$ cat config.mk
export PLATFORM = sky130hd
export DESIGN_NAME = half_single_float_converter_core
export DESIGN_NICKNAME = d
export VERILOG_FILES = /design/src/rtl/core/hsfc_pkg.sv /design/src/rtl/core/hsfc_classify.sv /design/src/rtl/core/hsfc_align.sv /design/src/rtl/core/hsfc_pack.sv /design/src/rtl/core/half_single_float_converter_core.sv
export SDC_FILE = /design/constraint.sdc
export NUM_CORES = 1
export LEC_CHECK = 0
export ABC_AREA = 0
export BUFFER_PORTS_ARGS = -buffer_cell sky130_fd_sc_hd__buf_2
export CAP_MARGIN = 20
export CORE_MARGIN = 8
export CORE_UTILIZATION = 30
export CTS_BUF_LIST = sky130_fd_sc_hd__clkbuf_8
export DETAILED_ROUTE_END_ITERATION = 10
export HOLD_SLACK_MARGIN = 0.08
export MAX_ROUTING_LAYER = met4
export PLACE_DENSITY_LB_ADDON = 0.1
export SETUP_SLACK_MARGIN = 0.02
export SYNTH_ARGS = -nofsm -noshare
export SYNTH_HDL_FRONTEND = slang
export SYNTH_HIERARCHICAL = 1
export SYNTH_SLANG_ARGS = --single-unit
$ cat constraint.sdc
create_clock -name clk -period 4.25 [get_ports clk]
set_input_delay 0.6375 -clock clk [delete_from_list [all_inputs] [get_ports clk]]
set_output_delay 0.6375 -clock clk [all_outputs]
set_load 0.02 [all_outputs]
$ cat src/rtl/core/hsfc_pkg.sv
// Shared types and constants for the half/single precision converter.
`default_nettype none

package hsfc_pkg;

  localparam logic [31:0] SINGLE_INF_BITS    = 32'h7F80_0000;
  localparam logic [15:0] HALF_INF_BITS      = 16'h7C00;
  localparam logic [15:0] HALF_QNAN_BIT      = 16'h0200;
  localparam logic [7:0]  EXP_REBIAS         = 8'd112;
  localparam logic [7:0]  SINGLE_EXP_MAX     = 8'hFF;
  localparam logic [7:0]  NARROW_OVF_EXP     = 8'd142;
  localparam logic [7:0]  NARROW_TINY_EXP    = 8'd102;
  localparam logic [7:0]  NARROW_NORM_EXP    = 8'd113;
  localparam logic [7:0]  NARROW_SUB_SHIFT   = 8'd126;
  localparam logic [7:0]  WIDEN_SUB_EXP_BASE = 8'd103;
  localparam logic [4:0]  HALF_EXP_MAX       = 5'd31;
  localparam logic [4:0]  HALF_EXP_TOP       = 5'd30;

  // How the last stage builds the result of an item.
  typedef enum logic [1:0] {
    KIND_DIRECT      = 2'd0,
    KIND_WIDEN_SUB   = 2'd1,
    KIND_NARROW_SUB  = 2'd2,
    KIND_NARROW_NORM = 2'd3
  } kind_t;

  typedef struct packed {
    logic        valid;
    kind_t       kind;
    logic        sign;
    logic [31:0] direct;
    logic [7:0]  exp;
    logic [4:0]  shamt;
    logic [23:0] mant;
  } stage_a_t;

  typedef struct packed {
    logic        valid;
    kind_t       kind;
    logic        sign;
    logic [31:0] direct;
    logic [7:0]  exp;
    logic [9:0]  frac;
    logic        up;
  } stage_b_t;

endpackage

`default_nettype wire

$ cat src/rtl/core/hsfc_classify.sv
// First stage: classifies the operand and settles specials, zeros, overflow and plain widening.
`default_nettype none

module hsfc_classify (
  input  wire logic              clk,
  input  wire logic              rst,
  input  wire logic              in_valid,
  input  wire logic              mode,
  input  wire logic [31:0]       operand_bits,
  output hsfc_pkg::stage_a_t     stage_a
);
  import hsfc_pkg::*;

  stage_a_t    stage_a_next;
  logic [4:0]  hexp;
  logic [9:0]  hmant;
  logic [3:0]  top_bit;
  logic [7:0]  bexp;
  logic [22:0] smant;
  logic [15:0] half_special;

  assign hexp  = operand_bits[14:10];
  assign hmant = operand_bits[9:0];
  assign bexp  = operand_bits[30:23];
  assign smant = operand_bits[22:0];

  // Position of the highest set bit of a half subnormal mantissa.
  always_comb begin
    top_bit = 4'd0;
    for (int i = 0; i < 10; i++) begin
      if (hmant[i]) begin
        top_bit = 4'(i);
      end
    end
  end

  always_comb begin
    half_special = {operand_bits[31], 15'b0} | HALF_INF_BITS;
    if (smant != 23'b0) begin
      half_special = half_special | HALF_QNAN_BIT | {6'b0, smant[22:13]};
    end
  end

  always_comb begin
    stage_a_next        = '0;
    stage_a_next.valid  = in_valid;
    stage_a_next.kind   = KIND_DIRECT;
    if (!mode) begin
      stage_a_next.sign = operand_bits[15];
      if (hexp == 5'd0) begin
        if (hmant == 10'd0) begin
          stage_a_next.direct = {operand_bits[15], 31'b0};
        end else begin
          stage_a_next.kind  = KIND_WIDEN_SUB;
          stage_a_next.exp   = WIDEN_SUB_EXP_BASE + {4'b0, top_bit};
          stage_a_next.shamt = 5'd10 - {1'b0, top_bit};
          stage_a_next.mant  = {14'b0, hmant};
        end
      end else if (hexp == HALF_EXP_MAX) begin
        stage_a_next.direct = {operand_bits[15], 31'b0} | SINGLE_INF_BITS |
                              {9'b0, hmant, 13'b0};
      end else begin
        stage_a_next.direct = {operand_bits[15], {3'b0, hexp} + EXP_REBIAS, hmant, 13'b0};
      end
    end else begin
      stage_a_next.sign = operand_bits[31];
      if (bexp == SINGLE_EXP_MAX) begin
        stage_a_next.direct = {16'b0, half_special};
      end else if (bexp > NARROW_OVF_EXP) begin
        stage_a_next.direct = {16'b0, {operand_bits[31], 15'b0} | HALF_INF_BITS};
      end else if (bexp < NARROW_TINY_EXP) begin
        stage_a_next.direct = {16'b0, operand_bits[31], 15'b0};
      end else if (bexp < NARROW_NORM_EXP) begin
        stage_a_next.kind  = KIND_NARROW_SUB;
        stage_a_next.shamt = 5'(NARROW_SUB_SHIFT - bexp);
        stage_a_next.mant  = {1'b1, smant};
      end else begin
        stage_a_next.kind = KIND_NARROW_NORM;
        stage_a_next.exp  = bexp - EXP_REBIAS;
        stage_a_next.mant = {1'b0, smant};
      end
    end
  end

  always_ff @(posedge clk) begin
    if (rst) begin
      stage_a <= '0;
    end else begin
      stage_a <= stage_a_next;
    end
  end

endmodule

`default_nettype wire

$ cat src/rtl/core/hsfc_align.sv
// Second stage: normalizing shift for widening and the round decision for narrowing.
`default_nettype none

module hsfc_align (
  input  wire logic              clk,
  input  wire logic              rst,
  input  wire hsfc_pkg::stage_a_t stage_a,
  output hsfc_pkg::stage_b_t     stage_b
);
  import hsfc_pkg::*;

  stage_b_t    stage_b_next;
  logic [23:0] quot;
  logic [23:0] mask;
  logic [23:0] rem;
  logic [23:0] half;

  // Subnormal narrowing splits the mantissa at the shift point into kept and dropped bits.
  assign quot = stage_a.mant >> stage_a.shamt;
  assign mask = 24'((25'd1 << stage_a.shamt) - 25'd1);
  assign rem  = stage_a.mant & mask;
  assign half = 24'(25'd1 << (stage_a.shamt - 5'd1));

  always_comb begin
    stage_b_next        = '0;
    stage_b_next.valid  = stage_a.valid;
    stage_b_next.kind   = stage_a.kind;
    stage_b_next.sign   = stage_a.sign;
    stage_b_next.direct = stage_a.direct;
    stage_b_next.exp    = stage_a.exp;
    unique case (stage_a.kind)
      KIND_WIDEN_SUB: begin
        stage_b_next.frac = 10'(stage_a.mant[9:0] << stage_a.shamt);
      end
      KIND_NARROW_SUB: begin
        stage_b_next.frac = quot[9:0];
        stage_b_next.up   = (rem > half) || ((rem == half) && quot[0]);
      end
      KIND_NARROW_NORM: begin
        stage_b_next.frac = stage_a.mant[22:13];
        stage_b_next.up   = stage_a.mant[12] &&
                            ((stage_a.mant[11:0] != 12'd0) || stage_a.mant[13]);
      end
      default: begin
        stage_b_next.frac = 10'd0;
      end
    endcase
  end

  always_ff @(posedge clk) begin
    if (rst) begin
      stage_b <= '0;
    end else begin
      stage_b <= stage_b_next;
    end
  end

endmodule

`default_nettype wire

$ cat src/rtl/core/hsfc_pack.sv
// Third stage: applies the rounding increment and packs the result word.
`default_nettype none

module hsfc_pack (
  input  wire logic              clk,
  input  wire logic              rst,
  input  wire hsfc_pkg::stage_b_t stage_b,
  output logic                   done,
  output logic [31:0]            result_bits
);
  import hsfc_pkg::*;

  logic [10:0] sum;
  logic [31:0] result_next;
  logic [4:0]  hexp;

  assign sum  = {1'b0, stage_b.frac} + {10'b0, stage_b.up};
  assign hexp = stage_b.exp[4:0];

  always_comb begin
    unique case (stage_b.kind)
      KIND_WIDEN_SUB: begin
        result_next = {stage_b.sign, stage_b.exp, stage_b.frac, 13'b0};
      end
      KIND_NARROW_SUB: begin
        // A carry into bit 10 lands in the exponent field: the smallest normal.
        result_next = {16'b0, stage_b.sign, 4'b0, sum};
      end
      KIND_NARROW_NORM: begin
        if (sum[10]) begin
          if (hexp == HALF_EXP_TOP) begin
            result_next = {16'b0, {stage_b.sign, 15'b0} | HALF_INF_BITS};
          end else begin
            result_next = {16'b0, stage_b.sign, hexp + 5'd1, 10'b0};
          end
        end else begin
          result_next = {16'b0, stage_b.sign, hexp, sum[9:0]};
        end
      end
      default: begin
        result_next = stage_b.direct;
      end
    endcase
  end

  always_ff @(posedge clk) begin
    result_bits <= result_next;
    if (rst) begin
      done <= 1'b0;
    end else begin
      done <= stage_b.valid;
    end
  end

endmodule

`default_nettype wire

$ cat src/rtl/core/half_single_float_converter_core.sv
// Top level of the IEEE half/single precision converter pipeline.
`default_nettype none

// Converts one operand per item between IEEE binary16 and binary32.
// An item is issued by raising start with mode and operand_bits valid; it is
// taken at the rising edge where start is high and busy is low. The pipeline
// never holds off, so busy is always low and an item may be issued every cycle.
// mode 0 widens the low 16 bits of operand_bits to single precision; mode 1
// narrows the full word to half precision with round to nearest even, and the
// upper 16 result bits are then zero.
// An item passes through the three register stages (classify, align/round
// decision, pack) and shows its result with done high from the pack register.
// Throughput is one item per cycle, as every stage advances in every cycle.
// Each result is shown for one cycle only and is not held; the receiver must
// take it then, since it has no way to stall the pipeline.
// Reset clears the valid bits of every stage, so items in flight are dropped
// and done stays low until new items come out. The block keeps no other state.
module half_single_float_converter_core (
  input  wire logic        clk,
  input  wire logic        rst,
  input  wire logic        start,
  input  wire logic        mode,
  input  wire logic [31:0] operand_bits,
  output logic             busy,
  output logic             done,
  output logic [31:0]      result_bits
);
  import hsfc_pkg::*;

  stage_a_t stage_a;
  stage_b_t stage_b;
  logic     accept;

  // Every stage advances each cycle, so there is never back-pressure.
  assign busy   = 1'b0;
  assign accept = start && !busy;

  // Stage 1 decodes the operand; special values, zeros and plain widening
  // are finished here and ride along as a ready-made word.
  hsfc_classify u_classify (
    .clk          (clk),
    .rst          (rst),
    .in_valid     (accept),
    .mode         (mode),
    .operand_bits (operand_bits),
    .stage_a      (stage_a)
  );

  // Stage 2 normalizes half subnormals and decides the rounding increment.
  hsfc_align u_align (
    .clk     (clk),
    .rst     (rst),
    .stage_a (stage_a),
    .stage_b (stage_b)
  );

  // Stage 3 adds the increment, handles mantissa carry and overflow, and
  // drives the registered result.
  hsfc_pack u_pack (
    .clk         (clk),
    .rst         (rst),
    .stage_b     (stage_b),
    .done        (done),
    .result_bits (result_bits)
  );

  // A result comes out only for an item that passed through the pipeline.
  a_done_follows_start: assert property (@(posedge clk) disable iff (rst)
    done |-> $past(accept, 3))
    else $error("result without an item three cycles earlier");

  // Narrowed results leave the upper half of the word clear.
  a_narrow_upper_zero: assert property (@(posedge clk) disable iff (rst)
    (done && $past(mode, 3)) |-> (result_bits[31:16] == 16'd0))
    else $error("narrowed result has upper bits set");

  // The sign always survives conversion in either direction.
  a_sign_kept: assert property (@(posedge clk) disable iff (rst)
    done |-> ($past(mode, 3) ? (result_bits[15] == $past(operand_bits[31], 3))
                             : (result_bits[31] == $past(operand_bits[15], 3))))
    else $error("sign lost in conversion");

  // A single NaN narrows to a quiet half NaN.
  a_nan_quiet: assert property (@(posedge clk) disable iff (rst)
    (done && $past(mode, 3) && ($past(operand_bits[30:23], 3) == 8'hFF) &&
     ($past(operand_bits[22:0], 3) != 23'd0)) |-> (result_bits[14:9] == 6'b111111))
    else $error("NaN did not narrow to a quiet NaN");

endmodule

`default_nettype wire
After elaboration in Yosys (flattened, before gate mapping)
Cells that the tools add are included.

word-level totals
  register bits = 161
  input port bits = 36
  output and inout bits = 34
  logic and storage cells = 90

cells by class
  add/sub/neg operators = 9
  order comparisons = 4
  equal/unequal tests = 10
  shift-type cells = 4
  multiplexer cells = 36
  bitwise operators = 3
  reductions and logical operators = 8

operators by type and width
  cell                                                                  count
  37-bit 2-to-1 mux                                                     5
  32-bit 2-to-1 mux                                                     5
  32-bit one-hot mux with 3 select lines                                1
  72-bit 2-to-1 mux                                                     1
  1-bit by 5-bit << shifter with 24-bit output, first input constant    2
  16-bit 2-to-1 mux                                                     2
  4-bit 2-to-1 mux                                                      8
  32-bit by 23-bit bitwise OR with 32-bit output                        1
  15-bit 2-to-1 mux                                                     2
  10-bit one-hot mux with 3 select lines                                1
  24-bit bitwise AND                                                    1
  24-bit == test                                                        1
  24-bit > comparator                                                   1
  24-bit 2-to-1 mux                                                     1
  24-bit by 5-bit right shift with 10-bit output                        1
  24-bit by 1-bit subtractor with 24-bit output, second input constant  1
  23-bit nonzero test                                                   1
  8-bit by 7-bit < comparator with 1-bit output, second input constant  2
  16-bit by 10-bit bitwise OR with 16-bit output                        1
  12-bit nonzero test                                                   1
  10-bit by 1-bit adder with 11-bit output                              1
  5-bit == test, second input constant                                  2
  10-bit logical NOT                                                    1
  10-bit by 5-bit << shifter with 10-bit output                         1
  other kinds (19)                                                      30

Logic depth before layout (Yosys ltp)
  depth in word-level cells = 13
  gate-level depth with buffers = 19
  mapped depth without buffers = 14

By module
The synthesis kept the hierarchy.

modules (own cells, without submodules)
  module                            instances  cells each  area an instance (µm²)  sequential area each (µm²)
  hsfc_align                        1          507         4405.5                  1101.1
  hsfc_classify                     1          237         2504.9                  1381.3
  hsfc_pack                         1          151         1498.9                  660.6
  half_single_float_converter_core  1          2           11.3                    0.0

Worst setup path after synthesis
Ideal clock, no wire load.

  path type = register -> register
  start = reg, netlist name u_classify/stage_a[25]
  end = reg, netlist name u_align/stage_b[0]
  library setup time = 133 ps
  arrival = 3352 ps
  required time = 4117 ps
  setup slack = 765 ps
  cell stages (with the launch flop) = 20
  path buffers = 6
  clock period less this slack = 3485 ps
  cell sequence = dfxtp_1 -> buf_6 -> buf_4 -> buf_2 -> buf_2 -> buf_2 -> nand3b_1 -> ha_1 -> or2_2 -> buf_1 -> o21ai_0 -> a32o_1 -> nand2_1 -> a21boi_0 -> ha_1 -> nand4_1 -> nor4_1 -> nand2_1 -> o21ai_0 -> a32oi_1

between the ends
  cells in the longest elaborated chain, start to end = 7
  elaborated cells between the ends (all ways) = 11
  classes of those cells = add/sub (2); order compare (1); eq/ne (1); shift (3); mux (1); bitwise (1); reduce/logical (2)

RTL lines
  element                                                                                                line              RTL
  parallel branches: the longest is 5 deep, another holds 24-bit by 1-bit subtractor with 24-bit output  -
  1-bit logical OR *                                                                                     hsfc_align.sv:37  stage_b_next.up = (rem > half) || ((rem == half) && quot[0]);
  1-bit one-hot mux with 2 select lines *                                                                hsfc_align.sv:31  unique case (stage_a.kind)

Every way passes the cells marked *.
A chain may end at the register's enable or synchronous reset.

Final worst setup path
  start = reg, netlist name u_classify/stage_a[27]
  end = reg, netlist name u_align/stage_b[0]

between the ends
  cells in the longest elaborated chain, start to end = 7
  elaborated cells between the ends (all ways) = 11
  classes of those cells = add/sub (2); order compare (1); eq/ne (1); shift (3); mux (1); bitwise (1); reduce/logical (2)

RTL lines
  element                                                                                                line
  parallel branches: the longest is 5 deep, another holds 24-bit by 1-bit subtractor with 24-bit output  -
  1-bit logical OR *                                                                                     hsfc_align.sv:37
  1-bit one-hot mux with 2 select lines *                                                                hsfc_align.sv:31

Marks and branches as above.

==> impl_summary.md <==
Finish
At the end of the flow, the number of nets in the layout was 1,013. The number of fill cells is 2,864. The area growth from synthesis to layout is 11.7%. The share of final-layout standard cells stronger than drive strength 1 is 18.7%.

The diode insertion count for antenna repair is 0. The sequential cell area is 3150 um2. The multi-input combinational cells in the finished layout cover a total of 4890 um2.

Drt
The routed length per instance is 20.1 um. For this block, the routed nets add up to 26,700 um of wire. The detailed-route via count is 6,854. The number of optimization iterations in the first detailed-route pass is 5. The residual antenna-violating net count after detailed routing is 0. The initial DRC count is 550. The number of remaining DRC errors is 0. After detailed routing, the number of vias per cell comes to 5.17.

STA
The number of setup violations in the final report is 0. The clock tree skew after final layout is 0.0182 ns. Dividing the final minimum period by the clock period gives 86.7%.

Setup repair after global routing left no endpoint under its margin. The number of hold violations in the final report is 0. At the pin with the least slew margin, the transition time is 0.936 ns. Headroom to the max-slew limit came out at 37.0%.

The maximum achievable frequency is 271 MHz. The routed design could run at a clock period as short as 3.69 ns. After routing, the total negative slack on setup checks comes to 0 ns. The setup slack after layout is 0.565 ns. Hold is met by 0.418 ns. The count of final max-slew check failures is 0.

Synthesis
For this run, the register share of the synthesized area comes to 37.3%. Ranked by instance count, the synthesized netlist is headed by 157 x sky130_fd_sc_hd__dfxtp_1, 68 x sky130_fd_sc_hd__nand2_1, 66 x sky130_fd_sc_hd__nor2_1. The cell with the most instances after synthesis is sky130_fd_sc_hd__dfxtp_1.

The synthesized flop and latch total is 157. The top-area cell type share of the netlist area is 37.3%. The synthesized instance count is 897. The post-synthesis net count is 974. The leading area contributor after synthesis is sky130_fd_sc_hd__dfxtp_1. The synthesized area per cell is 9.39 um2.

The number of distinct library cell variants in the gate-level netlist after synthesis is 80. The number of warnings reported in the yosys synthesis log is 6. The area of the mapped netlist is 8420 um2. The most instantiated flip-flop cell in the synthesis netlist is sky130_fd_sc_hd__dfxtp_1.

The share of flip-flops with an asynchronous set or reset is 0%. After synthesis, the cell types taking the most area are sky130_fd_sc_hd__dfxtp_1 37%, sky130_fd_sc_hd__mux4_2 6.2%, sky130_fd_sc_hd__ha_1 6.1%. The number of synthesized flops with an enable pin is 0.

Flow run
The tool flagged a number of max-cap violations equal to 0.

Placement
The count of buffers added on input and output ports is 68. The HPWL reported at the end of detailed placement is 19,800 um. The final weighted congestion in routability-driven placement is 0.847. At the placement stage, the worst setup path has a slack of 0.656 ns.

Clock tree
The level count of the clock H-tree is 4. The TritonCTS clock tree is yes. After clock tree synthesis, the repair step resized 0 gates.

The number of hold buffers added after cts is 0. The tree is rooted in a sky130_fd_sc_hd__clkbuf_8. The number of setup buffers added after CTS is 0. Counting along the longest clock path gives a buffer depth of 2. CTS saw 157 sinks. The post-CTS clock slew at the launch and capture registers of the worst setup and hold paths is 0.10 ns.

Clock latency on the worst-skew pair, taken at its later pin, is 0.44 ns. The number of buffers added by the clock tree synthesis step is 17.

Critical path
The category of the critical setup timing path is flop to flop. The maximum fanout along the worst path is 10. The data arrival time of the critical path is 4.06 ns. The critical path required time is 4.63 ns. The cell family contributing the most delay on the critical path is simple AND/OR/NAND/NOR gates. The category of the worst setup path capture point is a flop. The category of the worst setup path launch point is a flop.

The largest incremental delay on the critical path is 0.60 ns. The critical path goes through nor3_1 -> nand3b_1 -> ha_1 -> buf_4 -> nand2_1 -> o21ai_0 -> a32o_1 -> nand2_1 -> a21boi_0 -> ha_1 -> nand4_1 -> nor4_1 -> o21ai_0 -> a32oi_1. The slack of the worst reg-to-reg path is 0.56 ns. The count of buffer and inverter cells on the critical path is 1. The largest individual stage delay along the critical path comes from the cell sky130_fd_sc_hd__nor3_1.

Power and ir drop
The analysis attributes to cell leakage a power of 3.62 nW. Across the VDD grid, the largest voltage drop is 0.184 mV. The power density over the cells is 299 nW/um2.

Floorplan
The row count is 61. The overall die height is 184 um. The width of the chip is 184 um. For this configuration, the core starts out at a cell density of 30.4%.

The core region is 27,700 um2. The I/O pin count is 70. The floorplan die area is 33,700 um2.

Global routing
The number of global-route vias before repair is 6,818. The maximum number of pins on one net before global-route repair is 50. The global-route wire length before repair is 41,400 um. Across every metal layer, demand over resource in global routing totals 16.4%.

The number of antenna violations at the first check in global routing is 0. The total overflow left after global routing is 0.

Worst hold path
The min-delay analysis places its worst path in the category input port to flop.

Outcome
The flow ran to the end, and the final reports show no timing, DRC or antenna violations.
-- cell type report --
cell class	count	area share, %
clock inverters	15	1.49
inverters	24	0.958
flip-flops and latches	157	33.4
clock buffers	17	2.49
repair buffers	80	4.58
multi-input cells	656	52.0
well taps	378	5.03
-- through the flow --
step / util (%) / instance area (um2) / cells / power, mW
2_1_floorplan: - / 8420 / 897 / 1.70
3_3_place_gp: 32.6 / 9030 / 1295 / 1.79
3_5_place_dp: 32.6 / 9030 / 1295 / 1.79
4_1_cts: 34.0 / 9410 / 1327 / 2.86
5_1_grt: 34.0 / 9410 / 1327 / 2.96
6_report: 34.0 / 9410 / 1327 / 2.82
-- registers in the layout (all words and copies together), names as in the netlist --
register	flops
u_pack/result_bits	32
u_classify/stage_a	69
u_align/stage_b	55
u_pack/done	1
-- worst reg2reg max path, stage by stage (launching register included) --
cell and delay, ns:
sky130_fd_sc_hd__dfxtp_1 0.45, sky130_fd_sc_hd__nor3_1 0.60, sky130_fd_sc_hd__nand3b_1 0.16, sky130_fd_sc_hd__ha_1 0.30, sky130_fd_sc_hd__buf_4 0.19, sky130_fd_sc_hd__nand2_1 0.12
sky130_fd_sc_hd__o21ai_0 0.09, sky130_fd_sc_hd__a32o_1 0.27, sky130_fd_sc_hd__nand2_1 0.06, sky130_fd_sc_hd__a21boi_0 0.09, sky130_fd_sc_hd__ha_1 0.31, sky130_fd_sc_hd__nand4_1 0.17
sky130_fd_sc_hd__nor4_1 0.42, sky130_fd_sc_hd__o21ai_0 0.20, sky130_fd_sc_hd__a32oi_1 0.21
-- cell families (layout without fill, tap and decap cells) --
group | after synthesis | after routing | synth area share [%]
compound gates | 163 | 163 | 14.0
xor+xnor | 18 | 18 | 1.87
fa+ha+maj | 41 | 41 | 6.09
buf+inv | 84 | 136 | 4.56
flops | 157 | 157 | 37.3
mux | 78 | 78 | 13.1
other cells | 1 | 1 | 0.0445
simple gates | 355 | 355 | 23.1
-- layout by cell type (no fill, tap or decap), types with 23 or more instances in the layout --
master and n:
sky130_fd_sc_hd__ha_1 41, sky130_fd_sc_hd__nand3_1 24, sky130_fd_sc_hd__o21ai_0 25, sky130_fd_sc_hd__nor2b_1 61
sky130_fd_sc_hd__a21oi_1 31, sky130_fd_sc_hd__mux2i_1 41, sky130_fd_sc_hd__and2_1 38, sky130_fd_sc_hd__dfxtp_1 155
sky130_fd_sc_hd__mux4_2 23, sky130_fd_sc_hd__buf_2 68, sky130_fd_sc_hd__nor2_1 66, sky130_fd_sc_hd__nand2_1 68
-- final timing paths --
check | from | cells past startpoint | end
setup / recovery | u_classify/stage_a[27] | 14 | u_align/stage_b[0]
hold reg to reg | u_classify/stage_a[58] | 1 | u_align/stage_b[40]
hold / removal | start | 2 | u_classify/stage_a[72]
setup reg to reg | u_classify/stage_a[27] | 14 | u_align/stage_b[0]
-- power breakdown --
group	total [mW]	internal [mW]	switching, mW	leakage [nW]
Sequential	1.53	1.50	0.0276	1.28
Combinational	0.226	0.0862	0.140	2.16
Clock	1.06	0.471	0.588	0.190
Total	2.82	2.06	0.755	3.62
-- routing by layer --
metal / GRT usage [%] / wire, um / vias up
li1: - / - / 3289
met1: 22.5 / 12900 / 3317
met2: 24.9 / 12000 / 221
met3: 3.00 / 1420 / 27
met4: 3.32 / 330 / 0
met5: - / 0 / -
Note: power is estimated with default switching activity, not from simulation.
